### src/rtl/core/tsa_pkg.sv
// Shared types and constants of the temperature sample averager.
package tsa_pkg;

    localparam int RING_DEPTH = 8;
    localparam int IDX_W = $clog2(RING_DEPTH);
    localparam int CNT_W = $clog2(RING_DEPTH + 1);
    localparam int AVG_SHIFT = $clog2(RING_DEPTH + 1) - 1;
    localparam int SAMPLE_W = 12;
    localparam int SUM_W = SAMPLE_W + CNT_W;
    localparam int TEMP_W = 11;

    localparam int TEMP_SCALE = 1000;
    localparam int TEMP_SLOPE = 5336;
    localparam int TEMP_OFFSET = 30;
    localparam int SCALE_RED = TEMP_SCALE / 8;
    localparam int SLOPE_RED = TEMP_SLOPE / 8;
    localparam int RECIP_SHIFT = 29;
    localparam int RECIP = ((2 ** RECIP_SHIFT) + SLOPE_RED - 1) / SLOPE_RED;
    localparam int MAG_W = 19;
    localparam int RECIP_W = 20;
    localparam int PROD_W = MAG_W + RECIP_W;
    localparam int QUOT_W = 10;

    typedef enum logic [1:0] {
        CMD_STORE = 2'd0,
        CMD_READ  = 2'd1,
        CMD_FILL  = 2'd2
    } command_t;

    typedef struct packed {
        logic [1:0]          command;
        logic [SAMPLE_W-1:0] sample;
    } cmd_word_t;

    typedef struct packed {
        logic signed [TEMP_W-1:0] temperature;
        logic [SAMPLE_W-1:0]      average_raw;
    } res_word_t;

    typedef struct packed {
        logic                wr_en;
        logic [IDX_W-1:0]    wr_addr;
        logic [SAMPLE_W-1:0] wr_data;
        logic                rd_en;
        logic [IDX_W-1:0]    rd_addr;
    } ring_req_t;

endpackage

### src/rtl/core/tsa_ring.sv
// Sample ring memory with a registered read port and per-entry valid bits.
module tsa_ring (
    input  logic                         clk,
    input  logic                         rst_n,
    input  tsa_pkg::ring_req_t           req,
    output logic [tsa_pkg::SAMPLE_W-1:0] rd_data
);
    import tsa_pkg::*;

    logic [SAMPLE_W-1:0]   mem [RING_DEPTH];
    logic [RING_DEPTH-1:0] valid_reg;
    logic [SAMPLE_W-1:0]   mem_q_reg;
    logic                  rd_valid_reg;

    always_ff @(posedge clk)
    begin
        if (req.wr_en)
        begin
            mem[req.wr_addr] <= req.wr_data;
        end
        if (req.rd_en)
        begin
            mem_q_reg <= mem[req.rd_addr];
        end
    end

    always_ff @(posedge clk or negedge rst_n)
    begin
        if (!rst_n)
        begin
            valid_reg    <= '0;
            rd_valid_reg <= 1'b0;
        end
        else
        begin
            if (req.wr_en)
            begin
                valid_reg[req.wr_addr] <= 1'b1;
            end
            if (req.rd_en)
            begin
                rd_valid_reg <= valid_reg[req.rd_addr];
            end
        end
    end

    // An entry never written since reset reads as zero.
    assign rd_data = rd_valid_reg ? mem_q_reg : '0;

endmodule

### src/rtl/core/tsa_celsius.sv
// Three-stage conversion of the ring average into degrees Celsius.
module tsa_celsius (
    input  logic                                clk,
    input  logic                                rst_n,
    input  logic                                start,
    input  logic [tsa_pkg::SAMPLE_W-1:0]        avg,
    input  logic [tsa_pkg::SAMPLE_W-1:0]        cal,
    output logic                                done,
    output logic signed [tsa_pkg::TEMP_W-1:0]   temperature
);
    import tsa_pkg::*;

    logic signed [SAMPLE_W:0] diff;
    logic [SAMPLE_W-1:0]      mag;
    logic [QUOT_W-1:0]        quot;
    logic [TEMP_W-1:0]        quot_ext;
    logic [TEMP_W-1:0]        temp_next;

    logic                 s1_valid_reg;
    logic                 s2_valid_reg;
    logic                 done_reg;
    logic                 s1_neg_reg;
    logic                 s2_neg_reg;
    logic [MAG_W-1:0]     s1_mag_reg;
    logic [PROD_W-1:0]    s2_prod_reg;
    logic [TEMP_W-1:0]    temp_reg;

    assign diff = $signed({1'b0, cal}) - $signed({1'b0, avg});
    assign mag  = diff[SAMPLE_W] ? SAMPLE_W'(-diff) : diff[SAMPLE_W-1:0];

    // The quotient is rounded down by a reciprocal that is exact over the magnitude range.
    assign quot     = s2_prod_reg[PROD_W-1 -: QUOT_W];
    assign quot_ext = {{(TEMP_W - QUOT_W){1'b0}}, quot};
    assign temp_next = s2_neg_reg ? TEMP_W'(TEMP_OFFSET) - quot_ext
                                  : TEMP_W'(TEMP_OFFSET) + quot_ext;

    always_ff @(posedge clk)
    begin
        if (start)
        begin
            s1_neg_reg <= diff[SAMPLE_W];
            s1_mag_reg <= {{(MAG_W - SAMPLE_W){1'b0}}, mag} * MAG_W'(SCALE_RED);
        end
        if (s1_valid_reg)
        begin
            s2_neg_reg  <= s1_neg_reg;
            s2_prod_reg <= {{RECIP_W{1'b0}}, s1_mag_reg} * {{MAG_W{1'b0}}, RECIP_W'(RECIP)};
        end
        if (s2_valid_reg)
        begin
            temp_reg <= temp_next;
        end
    end

    always_ff @(posedge clk or negedge rst_n)
    begin
        if (!rst_n)
        begin
            s1_valid_reg <= 1'b0;
            s2_valid_reg <= 1'b0;
            done_reg     <= 1'b0;
        end
        else
        begin
            s1_valid_reg <= start;
            s2_valid_reg <= s1_valid_reg;
            done_reg     <= s2_valid_reg;
        end
    end

    assign done        = done_reg;
    assign temperature = $signed(temp_reg);

endmodule

### src/rtl/core/temperature_sample_averager.sv
// Top level of the temperature sample averager: command sequencer, ring and result register.
//
//   channel   direction   handshake              word
//   cmd       in          cmd_valid / cmd_stall  cmd_word (command, sample)
//   res       out         res_valid / res_stall  res_word (temperature, average_raw)
//   cfg       in          cfg_wr_en              cfg_wr_data (cal_value)
//
// A store is one ring write from idle, and a fill writes all RING_DEPTH entries, one ring write per cycle.
// A read with a fresh sample first runs a serial sum over the single ring read port
// and then the conversion; a read of the cached average goes straight to the conversion.
// Reset clears the ring through per-entry valid bits, so no clearing pass is needed.
// A waiting result does not block stores or fills; a new read waits for the result register.
module temperature_sample_averager (
    input  logic                       clk,
    input  logic                       rst_n,
    input  logic                       cmd_valid,
    output logic                       cmd_stall,
    input  tsa_pkg::cmd_word_t         cmd_word,
    output logic                       res_valid,
    input  logic                       res_stall,
    output tsa_pkg::res_word_t         res_word,
    input  logic                       cfg_wr_en,
    input  logic [tsa_pkg::SAMPLE_W-1:0] cfg_wr_data
);
    import tsa_pkg::*;

    typedef enum logic [4:0] {
        ST_IDLE = 5'b00001,
        ST_FILL = 5'b00010,
        ST_SUM  = 5'b00100,
        ST_CONV = 5'b01000,
        ST_OUT  = 5'b10000
    } state_t;

    state_t              state_reg, state_next;
    logic [IDX_W-1:0]    widx_reg, widx_next;
    logic                fresh_reg, fresh_next;
    logic [SAMPLE_W-1:0] cached_reg, cached_next;
    logic [SAMPLE_W-1:0] cal_reg;
    logic [CNT_W-1:0]    cnt_reg, cnt_next;
    logic [SUM_W-1:0]    acc_reg, acc_next;
    logic                rd_pend_reg, rd_pend_next;
    logic                rd_last_reg, rd_last_next;
    logic [SAMPLE_W-1:0] fill_reg, fill_next;
    logic                res_valid_reg, res_valid_next;
    res_word_t           res_word_reg, res_word_next;

    ring_req_t           ring_req;
    logic [SAMPLE_W-1:0] ring_data;
    logic                conv_start;
    logic                conv_done;
    logic signed [TEMP_W-1:0] conv_temp;
    logic                accept;
    logic [SUM_W-1:0]    total;
    logic [SUM_W-1:0]    shifted;
    logic [SAMPLE_W-1:0] mean;
    logic                out_free;

    tsa_ring u_ring (
        .clk     (clk),
        .rst_n   (rst_n),
        .req     (ring_req),
        .rd_data (ring_data)
    );

    tsa_celsius u_celsius (
        .clk         (clk),
        .rst_n       (rst_n),
        .start       (conv_start),
        .avg         (cached_next),
        .cal         (cal_reg),
        .done        (conv_done),
        .temperature (conv_temp)
    );

    assign cmd_stall = (state_reg != ST_IDLE);
    assign accept    = cmd_valid && !cmd_stall;
    assign out_free  = !res_valid_reg || !res_stall;

    assign total   = acc_reg + {{(SUM_W - SAMPLE_W){1'b0}}, ring_data};
    assign shifted = total >> AVG_SHIFT;
    assign mean    = (shifted > SUM_W'((2 ** SAMPLE_W) - 1)) ? '1 : shifted[SAMPLE_W-1:0];

    always_comb
    begin
        state_next     = state_reg;
        widx_next      = widx_reg;
        fresh_next     = fresh_reg;
        cached_next    = cached_reg;
        cnt_next       = cnt_reg;
        acc_next       = acc_reg;
        fill_next      = fill_reg;
        rd_pend_next   = 1'b0;
        rd_last_next   = 1'b0;
        conv_start     = 1'b0;
        res_valid_next = res_valid_reg && res_stall;
        res_word_next  = res_word_reg;
        ring_req       = '0;

        unique case (state_reg)
            ST_IDLE:
            begin
                if (accept)
                begin
                    case (cmd_word.command)
                        CMD_STORE:
                        begin
                            ring_req.wr_en   = 1'b1;
                            ring_req.wr_addr = widx_reg;
                            ring_req.wr_data = cmd_word.sample;
                            widx_next = (widx_reg == IDX_W'(RING_DEPTH - 1)) ? '0
                                                                            : widx_reg + 1'b1;
                            fresh_next = 1'b1;
                        end
                        CMD_READ:
                        begin
                            cnt_next = '0;
                            acc_next = '0;
                            if (fresh_reg)
                            begin
                                fresh_next = 1'b0;
                                state_next = ST_SUM;
                            end
                            else
                            begin
                                conv_start = 1'b1;
                                state_next = ST_CONV;
                            end
                        end
                        CMD_FILL:
                        begin
                            cnt_next   = '0;
                            fill_next  = cmd_word.sample;
                            state_next = ST_FILL;
                        end
                        default:
                        begin
                        end
                    endcase
                end
            end
            ST_FILL:
            begin
                ring_req.wr_en   = 1'b1;
                ring_req.wr_addr = cnt_reg[IDX_W-1:0];
                ring_req.wr_data = fill_reg;
                cnt_next = cnt_reg + 1'b1;
                if (cnt_reg == CNT_W'(RING_DEPTH - 1))
                begin
                    state_next = ST_IDLE;
                end
            end
            ST_SUM:
            begin
                if (cnt_reg < CNT_W'(RING_DEPTH))
                begin
                    ring_req.rd_en   = 1'b1;
                    ring_req.rd_addr = cnt_reg[IDX_W-1:0];
                    cnt_next     = cnt_reg + 1'b1;
                    rd_pend_next = 1'b1;
                    rd_last_next = (cnt_reg == CNT_W'(RING_DEPTH - 1));
                end
                if (rd_pend_reg)
                begin
                    acc_next = total;
                end
                if (rd_last_reg)
                begin
                    cached_next = mean;
                    conv_start  = 1'b1;
                    state_next  = ST_CONV;
                end
            end
            ST_CONV:
            begin
                if (conv_done)
                begin
                    state_next = ST_OUT;
                end
            end
            ST_OUT:
            begin
                if (out_free)
                begin
                    res_valid_next            = 1'b1;
                    res_word_next.temperature = conv_temp;
                    res_word_next.average_raw = cached_reg;
                    state_next                = ST_IDLE;
                end
            end
            default:
            begin
                state_next = ST_IDLE;
            end
        endcase
    end

    always_ff @(posedge clk or negedge rst_n)
    begin
        if (!rst_n)
        begin
            state_reg     <= ST_IDLE;
            widx_reg      <= '0;
            fresh_reg     <= 1'b0;
            cached_reg    <= '0;
            cal_reg       <= '0;
            cnt_reg       <= '0;
            rd_pend_reg   <= 1'b0;
            rd_last_reg   <= 1'b0;
            res_valid_reg <= 1'b0;
        end
        else
        begin
            state_reg     <= state_next;
            widx_reg      <= widx_next;
            fresh_reg     <= fresh_next;
            cached_reg    <= cached_next;
            cnt_reg       <= cnt_next;
            rd_pend_reg   <= rd_pend_next;
            rd_last_reg   <= rd_last_next;
            res_valid_reg <= res_valid_next;
            if (cfg_wr_en)
            begin
                cal_reg <= cfg_wr_data;
            end
        end
    end

    always_ff @(posedge clk)
    begin
        acc_reg      <= acc_next;
        fill_reg     <= fill_next;
        res_word_reg <= res_word_next;
    end

    assign res_valid = res_valid_reg;
    assign res_word  = res_word_reg;

`ifndef NO_ASSERTIONS
    a_res_from_out: assert property (@(posedge clk) disable iff (!rst_n)
        $rose(res_valid) |-> $past(state_reg == ST_OUT))
        else $error("Result word appeared without a finished conversion.");

    a_done_in_conv: assert property (@(posedge clk) disable iff (!rst_n)
        conv_done |-> (state_reg == ST_CONV))
        else $error("Conversion finished outside the conversion state.");

    a_sum_to_conv: assert property (@(posedge clk) disable iff (!rst_n)
        (state_reg == ST_SUM && rd_last_reg) |=> (state_reg == ST_CONV))
        else $error("Ring sum did not hand over to the conversion.");

    a_no_write_in_sum: assert property (@(posedge clk) disable iff (!rst_n)
        (state_reg == ST_SUM) |-> !ring_req.wr_en)
        else $error("Ring written while the sum is running.");
`endif

endmodule

### config.mk
export PLATFORM = sky130hd
export DESIGN_NAME = temperature_sample_averager
export DESIGN_NICKNAME = d
export VERILOG_FILES = /design/src/rtl/core/tsa_pkg.sv /design/src/rtl/core/tsa_ring.sv /design/src/rtl/core/tsa_celsius.sv /design/src/rtl/core/temperature_sample_averager.sv
export SDC_FILE = /design/constraint.sdc
export NUM_CORES = 1
export LEC_CHECK = 0
export BUFFER_PORTS_ARGS = -buffer_cell sky130_fd_sc_hd__buf_4
export CAP_MARGIN = 30
export CORE_UTILIZATION = 56
export CTS_CLUSTER_SIZE = 8
export DETAILED_ROUTE_END_ITERATION = 10
export PLACE_DENSITY = 0.71
export REMOVE_ABC_BUFFERS = 1
export SKIP_CTS_REPAIR_TIMING = 1
export SLEW_MARGIN = 10
export SYNTH_ARGS = -nofsm -noshare
export SYNTH_HDL_FRONTEND = slang
export SYNTH_SLANG_ARGS = --single-unit
### constraint.sdc
create_clock -name clk -period 17 [get_ports clk]
set_input_delay 5.1 -clock clk [delete_from_list [all_inputs] [get_ports clk]]
set_output_delay 5.1 -clock clk [all_outputs]
set_load 0.05 [all_outputs]
# Word-level counts from Yosys, hierarchy flattened
# Memory sizes are Yosys's and may differ from the RTL's. A register that Yosys moved wholly into a read port is not among the register bits.
# Index checks and enable logic that the tools add are counted.
# classes
addsub,7
n_mul,2
n_lt_le_gt_ge,5
eq_ne,20
mux,46
bitwise_logic,1
reduce_logical,19
# op_table
cell,count
$mux W16,5
$pmux W16 S2,2
$mux W12,5
$mul A19 B17 Y36 const B,1
$mux W5,5
$pmux W5 S5,1
$mux W4,6
$mul A12 B7 Y19 const B,1
$add A16 B12 Y16,1
$mux W1,14
$ne A2 B2 Y1 const B,7
$gt A13 B12 Y1 const B,1
$sub A12 B12 Y13,1
$neg A12 Y12,1
$pmux W4 S3,1
$add A5 B10 Y11 const A,1
$mux W11,1
$sub A5 B10 Y11 const A,1
$pmux W5 S2,1
$reduce_and A3 Y1,3
$lt A3 B4 Y1 const B,2
$or A8 B8 Y8,1
$reduce_and A4 Y1,2
$reduce_and A6 Y1,1
28 further kinds,35
# totals
ff_bits,171
ramBits,96
in_bits,31
word_cells,124
memories,1
# memory_table
name,depth,width,read_ports,rd_ports_with_merged_regs,write_ports,line,source
u_ring.mem,8,12,1,1,1,tsa_ring.sv:10,logic [SAMPLE_W-1:0] mem [RING_DEPTH];

# Depth between registers and ports, before layout
# logic_depth
ltp_word,10
ltp_mapped,41
ltp_nobuf,37

# Modules after synthesis
# From an unflattened synthesis, not the netlist that was laid out.
# unflattened
hier_cells,1347
hier_area_um2,16839.9
# modules_own_cells
module,instances,cells_per_inst,area_per_inst_um2,seq_area_each_um2
tsa_celsius,1,798,8037.7,1336.3
tsa_ring,1,201,4544.4,3468.3
temperature_sample_averager,1,348,4257.8,2533.7

# Least setup slack after synthesis
# OpenSTA, ideal clock, no wires.
# synth_timing
path_kind,register to register
startpoint,reg u_ring.rd_valid_reg
endpoint,reg u_celsius.s1_mag_reg[15] (data pin)
setup_time_ns,0.260
arrival_ns,8.707
required_ns,16.740
path_slack_ns,8.033
path_stages_with_launch,37
n_path_buf,3
period_less_slack_ns,8.967
path_cell_list,dfrtp_1 -> clkbuf_1 -> and2_1 -> ha_1 -> a21o_1 -> a21o_1 -> a21oi_1 -> o21ai_1 -> a41o_1 -> mux2_2 -> a2111oi_4 -> buf_4 -> a31oi_1 -> ha_1 -> fa_1 -> and2b_1 -> o221ai_2 -> a21o_2 -> a21oi_2 -> o22ai_2 -> buf_4 -> o21ai_0 -> fa_1 -> fa_1 -> inv_1 -> fa_1 -> fa_1 -> inv_1 -> ha_1 -> a21oi_1 -> o21bai_1 -> a21oi_1 -> o21ai_0 -> a31oi_1 -> o21bai_1 -> a21o_1 -> xor2_1
# synth_between
word_cells_on_any_way,10
classes_between,add/sub: 3; mul: 1; order compare: 1; mux: 5
# synth_lines
element,line,source
from (decl),tsa_ring.sv:13,logic rd_valid_reg;
from (signal assigned),tsa_ring.sv:42,rd_valid_reg <= valid_reg[req.rd_addr];
$mux W12 *,tsa_ring.sv:48,assign rd_data = rd_valid_reg ? mem_q_reg : '0;
$add A16 B12 Y16 *,temperature_sample_averager.sv:80,"assign total = acc_reg + {{(SUM_W - SAMPLE_W){1'b0}}, ring_data};"
$gt A13 B12 Y1,temperature_sample_averager.sv:82,assign mean = (shifted > SUM_W'((2 ** SAMPLE_W) - 1)) ? '1 : shifted[SAMPLE_W-1:0];
$mux W12 *,temperature_sample_averager.sv:82,
$mux W12 *,temperature_sample_averager.sv:167,if (rd_last_reg)
$mux W12 *,temperature_sample_averager.sv:100,unique case (state_reg)
named net cached_next[0],temperature_sample_averager.sv:38,"logic [SAMPLE_W-1:0] cached_reg, cached_next;"
$sub A12 B12 Y13 *,tsa_celsius.sv:28,"assign diff = $signed({1'b0, cal}) - $signed({1'b0, avg});"
named net u_celsius.diff[12],tsa_celsius.sv:13,logic signed [SAMPLE_W:0] diff;
$mux W12 *,tsa_celsius.sv:29,assign mag = diff[SAMPLE_W] ? SAMPLE_W'(-diff) : diff[SAMPLE_W-1:0];
named net u_celsius.mag[1],tsa_celsius.sv:14,logic [SAMPLE_W-1:0] mag;
$mul A12 B7 Y19 *,tsa_celsius.sv:42,"s1_mag_reg <= {{(MAG_W - SAMPLE_W){1'b0}}, mag} * MAG_W'(SCALE_RED);"
to (signal assigned),tsa_celsius.sv:42,
to (decl),tsa_celsius.sv:24,logic [MAG_W-1:0] s1_mag_reg;
# The timed path passes the listed nets; every way through them passes the cells marked *.
# A chain may end at the register's enable or synchronous reset.

# Final worst setup path
# layout_timing
startpoint,reg u_ring.rd_valid_reg
endpoint,reg u_celsius.s1_mag_reg[15] (data pin)
# layout_between
elab_chain_len,10
# layout_rtl
element,line
$mux W12 *,tsa_ring.sv:48
$add A16 B12 Y16 *,temperature_sample_averager.sv:80
$gt A13 B12 Y1,temperature_sample_averager.sv:82
$mux W12 *,temperature_sample_averager.sv:82
$mux W12 *,temperature_sample_averager.sv:167
$mux W12 *,temperature_sample_averager.sv:100
named net cached_next[0],temperature_sample_averager.sv:38
$sub A12 B12 Y13 *,tsa_celsius.sv:28
$neg A12 Y12,tsa_celsius.sv:29
$mux W12 *,tsa_celsius.sv:29
named net u_celsius.mag[1],tsa_celsius.sv:14
$mul A12 B7 Y19 *,tsa_celsius.sv:42
# Marks and branches as above.

==> flow_metrics.py <==
metrics = {
    "status": {
        "outcome": "complete, no violations",
    },
    "detailed_routing": {
        "drt_first_pass_iters": 5,
        "dr_total_vias": 10547,
        "vias_per_cell": 5.616,
        "wl_per_cell_microns": 17.54,
        "drc_errors": 0,
        "drt_iter0_markers": 608,
        "totalWireLength_microns": 32940,
        "antenna_left": 0,
    },
    "grt": {
        "grt_use_total_pct": 22.24,
        "grt_max_degree": 53,
        "grt_pass1_wl_microns": 54190,
        "overflow": 0,
        "grt_antenna_before_repair": 0,
        "grt_pass1_vias": 10777,
    },
    "critical_path": {
        "worst_r2r_endpoint": "u_celsius.s1_mag_reg[15]",
        "cp-start-kind": "flip-flop",
        "path_max_fanout": 14,
        "max_stage_delay_ns": 0.74,
        "worst-setup-path-type": "flip-flop to flip-flop",
        "rrSetupSlack_ns": 6.95,
        "crit_family": "compound AO/OA/AOI/OAI gates",
        "path_buf_inv": 2,
        "cp-end-kind": "flip-flop",
        "reg2reg_from": "u_ring.rd_valid_reg",
        "cp.required_ns": 17.25,
        "cp_common_cell": "fa_1",
        "reg2reg_depth": 33,
        "cp.arrival_ns": 10.30,
        "crit_slowest_cell": "o21ai_0",
    },
    "final_layout": {
        "syn2layout_area_growth_pct": 11.97,
        "final_nets": 1787,
        "drive_above_1_share_pct": 14.18,
        "nFillCells": 2261,
        "largest_reg_flops": 96,
        "postLayoutCoreUtil_pct": 64.04,
        "insertedDiodeCount": 0,
    },
    "synth": {
        "synth-edff-count": 201,
        "yosysWarnings": 0,
        "syn_avg_cell_area_sq_um": 12.33,
        "synth_top_cell_by_area": "edfxtp_1",
        "synth-seq-area-share_pct": 43.17,
        "synth_most_common_cell": "ha_1",
        "syn_inst": 1379,
        "yosys-top-cells-count": "ha_1 (219), edfxtp_1 (201), inv_1 (191)",
        "synth_cell_types": 82,
        "ys_ff_latch": 253,
        "synth.top_cell.area_share_pct": 35.51,
        "synthArstFlopShare_pct": 20.55,
        "synth_area_sq_mm": 0.01700,
        "synth_ff_type": "edfxtp_1",
        "synth_area_leaders": "edfxtp_1 (36%), ha_1 (16%), fa_1 (9.1%)",
    },
    "cts": {
        "cts_tree": "built",
        "clkSinkCount": 253,
        "clkTransAtPathRegs_ns": 0.05,
        "clk_latency_ns": 0.52,
        "cts_root_buf": "clkbuf_16",
        "cts.path.max_buffers": 3,
        "cts_buffers": 37,
        "htree_num_levels": 2,
    },
    "placement": {
        "gp_congestion": 0.8854,
        "place.port_buffers": 55,
        "place_hpwl_microns": 24290,
    },
    "floorplan": {
        "fp.dieArea_sq_mm": 0.03105,
        "initial_core_util_pct": 57.20,
        "coreArea_sq_mm": 0.02972,
        "die_x_microns": 176.2,
        "die_h_microns": 176.2,
        "io_pins": 56,
        "num_rows": 63,
    },
    "sta": {
        "timing.hold.ws_ns": 0.4176,
        "rsz0062_at_grt": "false",
        "hold_viol": 0,
        "skew_ns": 0.02560,
        "slew_headroom_pct": 42.26,
        "post-route-period-util_pct": 59.12,
        "setup_violations": 0,
        "min_period_ns": 10.05,
        "finalMaxSlewViolations": 0,
        "fin_setup_tns_ns": 0,
        "fmax_mhz": 99.50,
        "worstMarginPinSlew_ns": 0.8637,
    },
    "job": {
        "drv_cap": 0,
    },
    "worst_hold_path": {
        "hold_end": "res_word[22]",
        "holdPathStages": 0,
        "hold_class": "flip-flop to flip-flop",
        "holdCritStartpoint": "u_celsius.temperature[10]",
    },
}
how the worst max path moves through the flow:
stage	end	depth (start not counted)	slack [ns]	startpoint
after floorplan	u_celsius.s1_mag_reg[15]	33	8.02	u_ring.rd_valid_reg
after global placement	u_celsius.s1_mag_reg[15]	33	7.28	u_ring.rd_valid_reg
after detailed placement	u_celsius.s1_mag_reg[17]	33	6.96	u_ring.rd_valid_reg
after CTS	u_celsius.s1_mag_reg[17]	33	6.89	u_ring.rd_valid_reg
after global routing	u_celsius.s1_mag_reg[15]	33	6.21	u_ring.rd_valid_reg
final	u_celsius.s1_mag_reg[15]	33	6.95	u_ring.rd_valid_reg
per-stage QoR:
step | setup slack (ns) | instances | cell area [sq um]
after floorplan | 8.022 | 1350 | 16870
after global placement | 7.282 | 1808 | 17890
after detailed placement | 6.961 | 1809 | 17900
after CTS | 6.889 | 1876 | 19000
after global routing | 6.210 | 1878 | 19030
final | 6.950 | 1878 | 19030
per-layer routing:
layer	GRT usage, %	wire length (microns)	up-vias
li1	-	-	5091
met1	29.91	14920	5225
met2	38.16	16340	193
met3	2.864	1156	38
met4	5.616	522	0
met5	0	0	-
cells in the final DEF, fill, tap and decap left out, types with 4 or more instances in the layout:
master     synthesis  final
mux2i_1            7      7
fa_1              77     77
a31oi_1           13     13
mux4_2            25     25
nand2b_1           8      8
clkbuf_1          21     26
and3_1             8      8
xnor2_1           47     47
nand4_1            8      8
nand3b_1           4      4
nor2_1            77     77
nand2_1           48     48
buf_4              2     68
xnor2_2            4      4
o21ai_0           51     51
a21oi_1           50     49
inv_1            191    191
dfrtp_1           51     51
nand3_1           24     24
or2_2             11     11
o21a_1             8      8
o21bai_1           5      4
edfxtp_1         201    201
xor2_1            21     21
a22oi_1            4      4
nor3_1            15     15
mux2_2            28     28
clkbuf_16          0     37
nor2b_1            7      7
a22o_1            12     12
ha_1             219    219
a21o_1            26     26
and2_1            20     20
worst reg2reg max path: cells and delay by family, from the launching register on:
kind / cells / cell delay, ns
AO/OA/AOI/OAI: 19 / 4.89
flip-flops: 1 / 0.48
adder cells (fa/ha/maj): 8 / 3.37
multiplexers: 1 / 0.30
XOR/XNOR: 1 / 0.13
AND/OR/NAND/NOR: 2 / 0.54
buffers and inverters: 2 / 0.09
cell type report:
| class | instances | area (sq um) | share of cell area, % |
|---|---|---|---|
| timing repair buffer | 71 | 555.5 | 2.919 |
| inverter | 191 | 716.9 | 3.767 |
| tap | 390 | 488.0 | 2.564 |
| clock inverter | 3 | 62.56 | 0.3287 |
| sequential | 253 | 7338 | 38.56 |
| clock buffer | 64 | 1037 | 5.450 |
| multi-input combinational | 906 | 8833 | 46.41 |
kinds of logic after synthesis:
group / after synthesis / synth area share [%]
buffers and inverters: 220 / 4.961
AO/OA/AOI/OAI: 227 / 9.415
flip-flops: 253 / 43.17
XOR/XNOR: 75 / 4.306
multiplexers: 60 / 5.580
AND/OR/NAND/NOR: 246 / 7.258
adder cells (fa/ha/maj): 298 / 25.31
Power is left out: the tool's default activity adds up to more than one toggle a clock period on the data nets, which glitch-free logic cannot reach.
